## config.mk

```make
export PLATFORM = sky130hd
export DESIGN_NAME = fair_share_task_scheduler_flat
export DESIGN_NICKNAME = d
export VERILOG_FILES = /design/src/design/fts_pkg.sv /design/src/design/fts_if.sv /design/src/design/fts_ram.sv /design/src/design/fair_share_task_scheduler.sv /design/src/flat_wrapper.sv
export SDC_FILE = /design/constraint.sdc
export NUM_CORES = 2
export LEC_CHECK = 0
export CORE_MARGIN = 10
export CORE_UTILIZATION = 50
export CTS_CLUSTER_SIZE = 30
export DETAILED_ROUTE_END_ITERATION = 7
export DONT_BUFFER_PORTS = 1
export PLACE_DENSITY = 0.75
export SLEW_MARGIN = 20
export SYNTH_ARGS = -nofsm -noshare
export SYNTH_HDL_FRONTEND = slang
export SYNTH_SLANG_ARGS = --single-unit
```

## constraint.sdc

```tcl
create_clock -name clk -period 17.7 [get_ports clk]
set_input_delay 2.655 -clock clk [delete_from_list [all_inputs] [get_ports clk]]
set_output_delay 2.655 -clock clk [all_outputs]
set_load 0.1 [all_outputs]
```

## src/design/fts_pkg.sv

```systemverilog
package fts_pkg;

  // Table size and derived index width
  localparam int MAX_TASKS = 16;
  localparam int IDX_W     = $clog2(MAX_TASKS);

  // Field widths
  localparam int ID_W  = 8;
  localparam int VR_W  = 32;
  localparam int REM_W = 16;
  localparam int ORD_W = 32;

  localparam logic [VR_W-1:0] VR_MAX = '1;

  // Operation codes of the command channel
  localparam logic OP_ARRIVE = 1'b0;
  localparam logic OP_TICK   = 1'b1;

  // One table entry as stored in the slot memory
  typedef struct packed {
    logic [ID_W-1:0]  id;
    logic [VR_W-1:0]  vr;
    logic [REM_W-1:0] rem;
    logic [ORD_W-1:0] ord;
  } slot_t;

  localparam int SLOT_W = $bits(slot_t);

  // Control sequencer
  typedef enum logic [2:0] {
    S_IDLE   = 3'b001,
    S_SCAN   = 3'b010,
    S_DECIDE = 3'b100
  } state_t;

endpackage

```

## src/design/fts_if.sv

```systemverilog
// Command channel: arrivals and ticks
interface fts_in_if;
  logic                      valid;
  logic                      ready;
  logic                      op;
  logic [fts_pkg::ID_W-1:0]  task_id;
  logic [fts_pkg::REM_W-1:0] burst;

  modport source (output valid, op, task_id, burst, input ready);
  modport sink   (input valid, op, task_id, burst, output ready);
endinterface

// Result channel: one beat per tick
interface fts_out_if;
  logic                     valid;
  logic                     ready;
  logic                     idle;
  logic [fts_pkg::ID_W-1:0] run_id;
  logic [fts_pkg::VR_W-1:0] run_vruntime;
  logic                     completed;

  modport source (output valid, idle, run_id, run_vruntime, completed, input ready);
  modport sink   (input valid, idle, run_id, run_vruntime, completed, output ready);
endinterface

```

## src/design/fts_ram.sv

```systemverilog
module fts_ram #(
  parameter int WIDTH = 8,
  parameter int DEPTH = 16
) (
  input  logic                     clk,
  input  logic                     we,
  input  logic [$clog2(DEPTH)-1:0] waddr,
  input  logic [WIDTH-1:0]         wdata,
  input  logic                     re,
  input  logic [$clog2(DEPTH)-1:0] raddr,
  output logic [WIDTH-1:0]         rdata
);

  logic [WIDTH-1:0] mem [DEPTH];

  // One write port, one registered read port
  always_ff @(posedge clk) begin
    if (we) begin
      mem[waddr] <= wdata;
    end
    if (re) begin
      rdata <= mem[raddr];
    end
  end

endmodule

```

## src/design/fair_share_task_scheduler.sv

```systemverilog
// Fair-share tick scheduler.
// cmd channel (valid/ready): op=0 adds a waiting task (task_id, burst) with
// zero runtime into the first free slot, dropped if the table is full;
// op=1 is a scheduler tick. res channel (valid/ready): one beat per tick
// with the task that ran, its runtime before the tick and a completion
// flag, or an idle beat when nothing could run.
// A tick walks the whole slot memory through its single read port, one
// entry a cycle, then the decide step loads the result beat and returns
// to idle; no command is taken until then.
// Waiting-task state sits in one slot memory (MAX_TASKS entries); only the
// per-slot valid bits and the running task are in flops.
// Reset (synchronous, rst high) clears the valid bits, order counter and
// running task; the slot memory needs no clearing pass.
// A stalled res channel holds its beat. Arrivals are still taken meanwhile,
// and a following tick scans but waits to commit until the beat is taken.
module fair_share_task_scheduler (
  input logic       clk,
  input logic       rst,
  fts_in_if.sink    cmd,
  fts_out_if.source res
);

  localparam int IDX_W = fts_pkg::IDX_W;

  fts_pkg::state_t                state;
  logic [fts_pkg::MAX_TASKS-1:0]  slot_valid;
  logic [fts_pkg::ORD_W-1:0]      order_counter;
  logic                           busy;
  logic [fts_pkg::ID_W-1:0]       cur_id;
  logic [fts_pkg::VR_W-1:0]       cur_vr;
  logic [fts_pkg::REM_W-1:0]      cur_rem;

  // Scan pipeline
  logic [IDX_W:0]                 iss;
  logic                           data_vld;
  logic [IDX_W-1:0]               data_idx;
  logic                           best_found;
  logic [IDX_W-1:0]               best_idx;
  fts_pkg::slot_t                 best;

  // Memory ports
  logic                           wr_en;
  logic [IDX_W-1:0]               wr_addr;
  fts_pkg::slot_t                 wr_data;
  logic                           rd_en;
  fts_pkg::slot_t                 rd_data;

  logic                           cmd_fire;
  logic                           out_free;
  logic                           commit;
  logic                           free_found;
  logic [IDX_W-1:0]               free_idx;
  logic                           cand_better;
  logic                           take;
  logic                           run_idle;
  logic [fts_pkg::ID_W-1:0]       sel_id;
  logic [fts_pkg::VR_W-1:0]       sel_vr;
  logic [fts_pkg::VR_W-1:0]       sel_vr_inc;
  logic [fts_pkg::REM_W-1:0]      sel_rem;
  logic                           sel_done;

  assign cmd.ready = (state == fts_pkg::S_IDLE);
  assign cmd_fire  = cmd.valid && cmd.ready;
  assign out_free  = !res.valid || res.ready;
  assign commit    = (state == fts_pkg::S_DECIDE) && out_free;

  // First free slot, lowest index wins
  always_comb begin
    free_found = 1'b0;
    free_idx   = '0;
    for (int i = fts_pkg::MAX_TASKS - 1; i >= 0; i--) begin
      if (!slot_valid[i]) begin
        free_found = 1'b1;
        free_idx   = IDX_W'(i);
      end
    end
  end

  // Running minimum: smaller runtime, then earlier order
  assign cand_better = slot_valid[data_idx] &&
                       (!best_found || (rd_data.vr < best.vr) ||
                        ((rd_data.vr == best.vr) && (rd_data.ord < best.ord)));

  // Tick decision
  assign take     = best_found && (!busy || (cur_vr > best.vr));
  assign run_idle = !busy && !best_found;
  assign sel_id   = take ? best.id  : cur_id;
  assign sel_vr   = take ? best.vr  : cur_vr;
  assign sel_rem  = take ? best.rem : cur_rem;
  assign sel_vr_inc = (sel_vr == fts_pkg::VR_MAX) ? sel_vr : sel_vr + 1'b1;
  assign sel_done = (sel_rem <= fts_pkg::REM_W'(1));

  // Memory access: arrivals write in idle, a preempted task goes back into
  // the slot its replacement vacated
  assign rd_en = (state == fts_pkg::S_SCAN) && (iss < (IDX_W + 1)'(fts_pkg::MAX_TASKS));
  assign wr_en = (cmd_fire && (cmd.op == fts_pkg::OP_ARRIVE) && free_found) ||
                 (commit && take && busy);
  assign wr_addr = (state == fts_pkg::S_DECIDE) ? best_idx : free_idx;

  always_comb begin
    if (state == fts_pkg::S_DECIDE) begin
      wr_data = '{id: cur_id, vr: cur_vr, rem: cur_rem, ord: order_counter};
    end else begin
      wr_data = '{id: cmd.task_id, vr: '0, rem: cmd.burst, ord: order_counter};
    end
  end

  fts_ram #(
    .WIDTH (fts_pkg::SLOT_W),
    .DEPTH (fts_pkg::MAX_TASKS)
  ) u_slots (
    .clk   (clk),
    .we    (wr_en),
    .waddr (wr_addr),
    .wdata (wr_data),
    .re    (rd_en),
    .raddr (iss[IDX_W-1:0]),
    .rdata (rd_data)
  );

  // Sequencer, table bookkeeping and result register
  always_ff @(posedge clk) begin
    if (rst) begin
      state         <= fts_pkg::S_IDLE;
      slot_valid    <= '0;
      order_counter <= '0;
      busy          <= 1'b0;
      cur_id        <= '0;
      cur_vr        <= '0;
      cur_rem       <= '0;
      iss           <= '0;
      data_vld      <= 1'b0;
      best_found    <= 1'b0;
      res.valid     <= 1'b0;
    end else begin
      if (wr_en) begin
        order_counter <= order_counter + 1'b1;
      end
      // beat taken and no new one loaded this cycle
      if (res.ready && !commit) begin
        res.valid <= 1'b0;
      end
      case (state)
        fts_pkg::S_IDLE: begin
          if (cmd_fire) begin
            if (cmd.op == fts_pkg::OP_ARRIVE) begin
              if (free_found) begin
                slot_valid[free_idx] <= 1'b1;
              end
            end else begin
              state      <= fts_pkg::S_SCAN;
              iss        <= '0;
              data_vld   <= 1'b0;
              best_found <= 1'b0;
            end
          end
        end
        fts_pkg::S_SCAN: begin
          if (rd_en) begin
            iss <= iss + 1'b1;
          end
          data_vld <= rd_en;
          data_idx <= iss[IDX_W-1:0];
          if (data_vld && cand_better) begin
            best_found <= 1'b1;
            best_idx   <= data_idx;
            best       <= rd_data;
          end
          if (data_vld && (data_idx == IDX_W'(fts_pkg::MAX_TASKS - 1))) begin
            state <= fts_pkg::S_DECIDE;
          end
        end
        fts_pkg::S_DECIDE: begin
          if (out_free) begin
            res.valid <= 1'b1;
            state     <= fts_pkg::S_IDLE;
            if (run_idle) begin
              res.idle         <= 1'b1;
              res.run_id       <= '0;
              res.run_vruntime <= '0;
              res.completed    <= 1'b0;
            end else begin
              res.idle         <= 1'b0;
              res.run_id       <= sel_id;
              res.run_vruntime <= sel_vr;
              res.completed    <= sel_done;
              // a fresh start frees the slot; a preemption refills it
              if (take && !busy) begin
                slot_valid[best_idx] <= 1'b0;
              end
              cur_id  <= sel_id;
              cur_vr  <= sel_vr_inc;
              cur_rem <= sel_done ? '0 : sel_rem - 1'b1;
              busy    <= !sel_done;
            end
          end
        end
        default: begin
          state <= fts_pkg::S_IDLE;
        end
      endcase
    end
  end

  // A result beat only comes out of the decide step
  a_beat_from_decide: assert property (@(posedge clk) disable iff (rst)
    $rose(res.valid) |-> ($past(state) == fts_pkg::S_DECIDE))
    else $error("result beat not produced by a tick decision");

  // An idle beat means the scan really found an empty table
  a_idle_empty: assert property (@(posedge clk) disable iff (rst)
    (commit && run_idle) |-> (slot_valid == '0))
    else $error("idle result while waiting tasks exist");

  // A running task always has work left
  a_busy_work: assert property (@(posedge clk) disable iff (rst)
    busy |-> (cur_rem != '0))
    else $error("running task with no remaining work");

  // The memory is never written during a scan
  a_no_write_in_scan: assert property (@(posedge clk) disable iff (rst)
    wr_en |-> ((state == fts_pkg::S_IDLE) || (state == fts_pkg::S_DECIDE)))
    else $error("slot write during scan");

endmodule
```

## src/flat_wrapper.sv

```systemverilog
// flat-port wrapper written by rule: the top's interface ports become plain ports
module fair_share_task_scheduler_flat 
  (clk, rst, cmd_valid, cmd_op, cmd_task_id, cmd_burst, cmd_ready, res_valid, res_idle, res_run_id, res_run_vruntime, res_completed, res_ready);
  fts_in_if cmd_i ();
  fts_out_if res_i ();
  input logic clk;
  input logic rst;
  input wire logic [$bits(cmd_i.valid)-1:0] cmd_valid;
  input wire logic [$bits(cmd_i.op)-1:0] cmd_op;
  input wire logic [$bits(cmd_i.task_id)-1:0] cmd_task_id;
  input wire logic [$bits(cmd_i.burst)-1:0] cmd_burst;
  output wire logic [$bits(cmd_i.ready)-1:0] cmd_ready;
  output wire logic [$bits(res_i.valid)-1:0] res_valid;
  output wire logic [$bits(res_i.idle)-1:0] res_idle;
  output wire logic [$bits(res_i.run_id)-1:0] res_run_id;
  output wire logic [$bits(res_i.run_vruntime)-1:0] res_run_vruntime;
  output wire logic [$bits(res_i.completed)-1:0] res_completed;
  input wire logic [$bits(res_i.ready)-1:0] res_ready;
  assign cmd_i.valid = cmd_valid;
  assign cmd_i.op = cmd_op;
  assign cmd_i.task_id = cmd_task_id;
  assign cmd_i.burst = cmd_burst;
  assign cmd_ready = cmd_i.ready;
  assign res_valid = res_i.valid;
  assign res_idle = res_i.idle;
  assign res_run_id = res_i.run_id;
  assign res_run_vruntime = res_i.run_vruntime;
  assign res_completed = res_i.completed;
  assign res_i.ready = res_ready;
  fair_share_task_scheduler u_core (.clk(clk), .rst(rst), .cmd(cmd_i), .res(res_i));
endmodule
```

# Yosys cells after proc, flatten, opt, wreduce, memory -nomap -nowiden
# Memories as Yosys holds them, arrays and structs flattened. A register that Yosys moved wholly into a read port is not among the register bits.
# Index checks and enable logic that the tools add are counted.
[word_totals] input_bits=29 elab_cells=168 out_inout_bits=44 regBits=254 mem_count=1 ram_bits=1408
[op_classes] magnitude_cmp=10 eq_ne=16 add_sub_neg=4 bitwise=6 n_mux=72 reduce_logical=38
[mem_list] memory="u_core.u_slots.mem" depth=16 word_bits=88 read_ports=1 rd_clocked_by_memory_dff=1 wr=1 line="fts_ram.sv:14" text="logic [WIDTH-1:0] mem [DEPTH];"
[ops] cell="16-bit 2-to-1 mux" count=8
[ops] cell="88-bit 2-to-1 mux" count=1
[ops] cell="4-bit 2-to-1 mux" count=17
[ops] cell="32-bit by 1-bit adder with 32-bit output (second input constant)" count=2
[ops] cell="32-bit less-than comparator" count=2
[ops] cell="32-bit 2-to-1 mux" count=2
[ops] cell="32-bit equality test" count=1
[ops] cell="32-bit equality test (second input constant)" count=1
[ops] cell="32-bit > comparator" count=1
[ops] cell="16-bit case mux with 2 select lines" count=1
[ops] cell="1-bit 2-to-1 mux" count=28
[ops] cell="1-bit logical AND" count=17
[ops] cell="16-bit AND" count=1
[ops] cell="16-bit by 1-bit less-or-equal comparator with 1-bit output (second input constant)" count=1
[ops] cell="2-bit != test (second input constant)" count=8
[ops] cell="16-bit NOT" count=1
[ops] cell="16-bit OR" count=1
[ops] cell="16-bit by 1-bit subtractor with 16-bit output (second input constant)" count=1
[ops] cell="4-bit by 5-bit less-than comparator with 1-bit output (second input constant)" count=3
[ops] cell="5-bit 2-to-1 mux" count=3
[ops] cell="3-bit 2-to-1 mux" count=4
[ops] cell="3-bit AND reduction" count=4
[ops] cell="4-bit AND reduction" count=3
[ops] cell="5-bit case mux with 2 select lines" count=1
[ops] cell="other kinds (19)" count=34

# Depth between registers and ports, before layout
[logic_depth] ltp_word=25 ltp_mapped=22 ltp_nobuf=19

# By module
# Synthesis repeated with hierarchy kept, for this count alone.
[unflattened] cells_unflattened=3884 hier_area_um2=70478.8
[modules_own_cells] module="fts_ram" seq_area_each_um2=44923.1 area_per_inst_um2=55236.7 n_inst=1 cells_per_inst=2256
[modules_own_cells] module="fair_share_task_scheduler" seq_area_each_um2=6466.2 area_per_inst_um2=15242.1 n_inst=1 cells_per_inst=1628

# Worst setup path before layout
# No wires, ideal clock.
[synth_timing] kind="input-to-reg" startpoint="in rst" endpoint="reg u_core.best[0] (netlist name), enable pin" arrival_time_ns=17.197 path_buffers=1 setup_ns=1.033 required_ns=16.667 path_stages=2 slack_ns=-0.529 cell_sequence="clkbuf_1 a2111oi_0"
[synth_between] elab_chain_len=2
[synth_rtl] item="start: declaration" line="flat_wrapper.sv:7" text="input logic rst;"
[synth_rtl] item="1-bit NOT (no line)"
[synth_rtl] item="3-bit AND reduction (no line)"
[synth_rtl] item="end signal: assignment" line="fair_share_task_scheduler.sv:167" text="best <= rd_data;"
[synth_rtl] item="end: declaration" line="fair_share_task_scheduler.sv:39" text="fts_pkg::slot_t best;"
# Every way passes these cells.
# A chain may end at the register's enable or synchronous reset.

# Worst setup path after layout
[layout_timing] startpoint="reg u_core.best[79] (netlist name)" endpoint="reg u_core.cur_vr[23] (netlist name)"
[layout_between] elab_chain_len=6 elab_cells_between_ends=7 cone_classes="add/sub: 1; order compare: 1; eq/ne: 1; mux: 2; reduce/logical: 2"
[layout_rtl] item="32-bit > comparator (*)" line="fair_share_task_scheduler.sv:85" text="assign take = best_found && (!busy || (cur_vr > best.vr));"
[layout_rtl] item="1-bit logical OR (*)" line="fair_share_task_scheduler.sv:85"
[layout_rtl] item="1-bit logical AND (*)" line="fair_share_task_scheduler.sv:85"
[layout_rtl] item="32-bit 2-to-1 mux (*)" line="fair_share_task_scheduler.sv:88" text="assign sel_vr = take ? best.vr : cur_vr;"
[layout_rtl] item="net u_core.sel_vr (one bit)" line="fair_share_task_scheduler.sv:57" text="logic [fts_pkg::VR_W-1:0] sel_vr;"
[layout_rtl] item="32-bit by 1-bit adder with 32-bit output or 32-bit equality test (tied branches)" line="fair_share_task_scheduler.sv:90" text="assign sel_vr_inc = (sel_vr == fts_pkg::VR_MAX) ? sel_vr : sel_vr + 1'b1;"
[layout_rtl] item="32-bit 2-to-1 mux (*)" line="fair_share_task_scheduler.sv:90"
[layout_rtl] item="end signal: assignment" line="fair_share_task_scheduler.sv:192" text="cur_vr <= sel_vr_inc;"
[layout_rtl] item="end: declaration" line="fair_share_task_scheduler.sv:30" text="logic [fts_pkg::VR_W-1:0] cur_vr;"
# The timed path passes the listed nets; every way through them passes the cells marked *.

==> results.md <==
| Group | Quantity | Value |
|:---|:---|:---|
| die | Die height | 394.7 um |
| route | Iteration-0 DRC Markers | 4404 |
| route | TritonRoute pass-1 iters | 5 |
| synthesis | Post-synthesis sequential element count | 1750 |
| route | Post-route ant nets | 0 |
| cts | Number of buffers on the longest clock path | 3 |
| final layout | Syn-to-layout area delta | 10.97% |
| synthesis | Post-Synthesis Net Count | 3809 |
| sta | Worst-margin pin slew | 1.090 ns |
| global route | Maximum number of pins on one net before global-route repair | 155 |
| sta | Sum Neg Setup Slack | 0 ns |
| final layout | Final design utilization | 55.84% |
| min path | Path category of the worst min-delay check | reg -> reg |
| final layout | Fraction of layout cells with a size suffix above 1 | 21.46% |
| final layout | Fill cells | 10150 |
| power | Fraction of power spent switching nets | 19.38% |
| sta | Final Hold Vio Count | 0 |
| cts | CTS tree | yes |
| global route | Antenna violations before repair | 1 |
| route | Wire length after detailed routing | 163.1 mm |
| sta | Final worst-path cycle share | 33.21% |
| power | Design Power | 8037 uW |
| cts | # H-tree levels | 4 |
| power | Power density of the placed cells | 103.2 nW/um^2 |
| synthesis | Distinct cell type count after synthesis | 83 |
| global route | Met3 usage in global routing | 4.000% |
| route | Via total after detailed routing | 36160 |
| cts | Number of buffers inserted for hold repair after clock tree synthesis | 0 |
| global route | Global-route wire length before repair | 244.2 mm |
| worst setup path | Worst Path Max Fanout | 50 |
| power | Internal power of the cells | 6480 uW |
| global route | GR Util met2 | 33.27% |
| sta | Setup repair after global routing missed its margin | false |
| die | Die extent in x | 394.7 um |
| die | Total Die Area | 155800 sq um |
| power | Worst IR Drop VDD | 0.1023 mV |
| synthesis | Most frequently used flop master after synthesis | edfxtp_1 |
| die | Placement row count | 137 |
| sta | Setup-violating endpoint count in the final report | 0 |
| final layout | Area of the multi-input gates | 18000 sq um |
| power | Leakage | 0.02438 uW |
| status | Run status | finished clean |
| synthesis | Proportion of synthesized chip area in sequential cells | 73.20% |
| run | Maximum capacitance violations | 0 |
| sta | Worst max-slew margin expressed relative to the limit | 27.34% |
| cts | Sink count of the clock tree | 1750 |
| synthesis | Async S/R FF share, synth | 0% |
| sta | Post-layout min period | 5.878 ns |
| die | Initial Utilization | 50.32% |
| sta | Number of slew-limit violations in the final report | 0 |
| global route | Via count of the first global-routing pass | 36290 |
| synthesis | Gate count of the mapped netlist | 3680 |
| cts | Postcts setup bufs | 0 |
| cts | Clock edge transition at the registers on the reported setup and hold paths | 0.06 ns |
| cts | Num CTS Buffers | 168 |
| synthesis | Warning count from the yosys run | 0 |
| synthesis | Yosys top cell area share | 69.89% |
| placement | Port-buffer cells | 0 |
| worst setup path | WP data required | 18.41 ns |
| synthesis | Largest cells by area after synthesis | edfxtp_1, mux4_2, dfxtp_1, ha_1, a21oi_1 |
| route | Drc violations | 0 |
| power | Fraction of power consumed by combinational cells | 1.2% |
| worst setup path | Critical Path End Type | flip-flop |
| power | Net load switching power | 1557 uW |
| placement | HPWL after detailed placement | 92.74 mm |
| cts | Post-CTS sizing | 0 |
| cts | Clock insertion delay at the later pin of the skew report | 0.78 ns |
| synthesis | Mean area per synthesized cell | 19.08 sq um |
| global route | Global Route Usage Sum | 20.68% |
| sta | Max frequency | 0.1701 GHz |
| final layout | Number of diodes | 0 |
| die | Total I/O pin count | 73 |
| worst setup path | Startpoint types | flip-flop |
| worst setup path | Arrival time of the worst setup path | 6.59 ns |
| route | Per-cell routed wire length | 28.38 um |
| synthesis | Post-Syn Area | 70210 sq um |
| route | Ratio of routed vias to standard cells | 6.290 |
| sta | Worst Skew | 0.03769 ns |
| synthesis | Yosys top cell by area | edfxtp_1 |
| global route | Total gr overflow | 0 |
| final layout | Net count reported at finish | 3878 |
| global route | Most Crowded Layer GR | met2 |
| power | Fraction of power consumed by the clock network | 42.8% |
| worst setup path | Crit Path Class | reg -> reg |
| global route | Met1 track demand over resource in global routing | 29.12% |
| placement | Placer Congestion | 0.8971 |
| power | Fraction of power consumed by sequential logic | 56.0% |
| cts | Clk Tree Root Cell | clkbuf_16 |
| synthesis | Post-synth EDFFs | 1634 |
| die | Core region area | 139500 sq um |
| final layout | Sequential standard cell area | 51400 sq um |
-- synth_stat cells, drive strengths merged (32+ instances only) --
cell type and count:
clkbuf 114, inv 84, o21ai 85, nand2 167, dfxtp 116, xor2 32
edfxtp 1634, and2 40, nand3 61, nor2 174, nor3 40, ha 100
nand4 46, mux4 445, buf 60, a21oi 130
-- state kept, by name, summed over array words and instances, names as in the netlist, 3 cells and up --
register                 cells
u_core.order_counter        32
u_core.iss                   5
u_core.res.run_id            8
u_core.cur_vr               32
u_core.cur_id                8
u_core.best_idx              4
u_core.state                 3
u_core.u_slots.rdata        88
u_core.cur_rem              16
u_core.best                 88
u_core.data_idx              4
u_core.u_slots.mem        1408
u_core.slot_valid           16
u_core.res.run_vruntime     32
-- logic make-up after synthesis --
group                    Yosys count  synth area share [%]
XOR/XNOR                          47                0.5863
adder cells (fa/ha/maj)          100                 1.782
buffers and inverters            258                 1.431
AND/OR/NAND/NOR                  657                 4.618
multiplexers                     488                 14.94
flip-flops                      1750                 73.20
AO/OA/AOI/OAI                    380                 3.447
-- power by group through the flow --
| stage | Combinational [uW] | Clock [uW] | Sequential, uW |
|---|---|---|---|
| floorplan | 67.0 | 0 | 4590 |
| global placement | 93.0 | 0 | 4590 |
| detailed placement | 95.2 | 0 | 4590 |
| CTS | 96.2 | 3490 | 4500 |
| global route | 103 | 3650 | 4500 |
| finish | 95.6 | 3440 | 4500 |
-- final timing paths --
check / startpoint / endpoint / slack [ns] / depth (start not counted)
worst max register to register: u_core.best[79] / u_core.cur_vr[23] / 11.82 / 20
worst max-delay path: u_core.best[79] / u_core.cur_vr[23] / 11.82 / 20
worst min register to register: u_core.u_slots.rdata[85] / u_core.best[85] / 0.41 / 0
worst min-delay path: u_core.u_slots.rdata[85] / u_core.best[85] / 0.41 / 0
-- layout by cell type, fill, tap and decap left out, types with 38 or more instances in the layout --
master / instances
dfxtp_1: 112
ha_1: 100
clkbuf_1: 43
o21ai_0: 82
nor3_1: 39
edfxtp_1: 1634
nor2_1: 151
and2_1: 38
clkbuf_16: 173
inv_1: 84
nand3_1: 61
mux4_2: 445
a21oi_1: 129
buf_4: 69
nand4_1: 45
nand2_1: 165
-- metal layers --
layer	vias up	part of all wire (%)
met1	18870	40
met5	-	0
li1	15120	-
met3	257	9.4
met2	1917	49
met4	0	2.1
-- critical path, cell delays in order, from the launching register on --
cell and delay [ns]:
edfxtp_1 0.45, inv_1 0.10, ha_1 0.34, nand4_2 0.22, nor4_4 0.37, nand3_1 0.16, a31oi_1 0.34, o21ai_1 0.23
buf_4 0.26, nand2_4 0.47, nor2_1 0.10, a21oi_1 0.37, inv_1 0.10, ha_1 0.35, nand3_1 0.15, a21oi_1 0.07
o2bb2a_4 0.27, a211oi_1 0.67, o21ai_0 0.31, mux2_2 0.35, a31oi_1 0.12
-- metrics by stage --
| step | std cells | worst slack, ns | instance area (sq um) | hold slack (ns) |
|---|---|---|---|---|
| finish | 5748 | 11.82 | 77910 | 0.4138 |
| global route | 5748 | 11.63 | 77910 | 0.4184 |
| CTS | 5747 | 11.50 | 77880 | 0.4162 |
| detailed placement | 5454 | 10.79 | 72650 | 0.4062 |
| global placement | 5454 | 10.83 | 72650 | 0.4008 |
| floorplan | 3680 | 4.042 | 70210 | 0.4003 |
-- cell type report --
| cell class | count | share of cell area [%] |
|---|---|---|
| flip-flops and latches | 1750 | 65.98 |
| multi-input cells | 1672 | 23.10 |
| clock buffers | 227 | 5.958 |
| well taps | 1876 | 3.013 |
| repair buffers | 73 | 0.7869 |
| clock inverters | 66 | 0.7532 |
| inverters | 84 | 0.4047 |
Power figures use the tool's default switching activity.
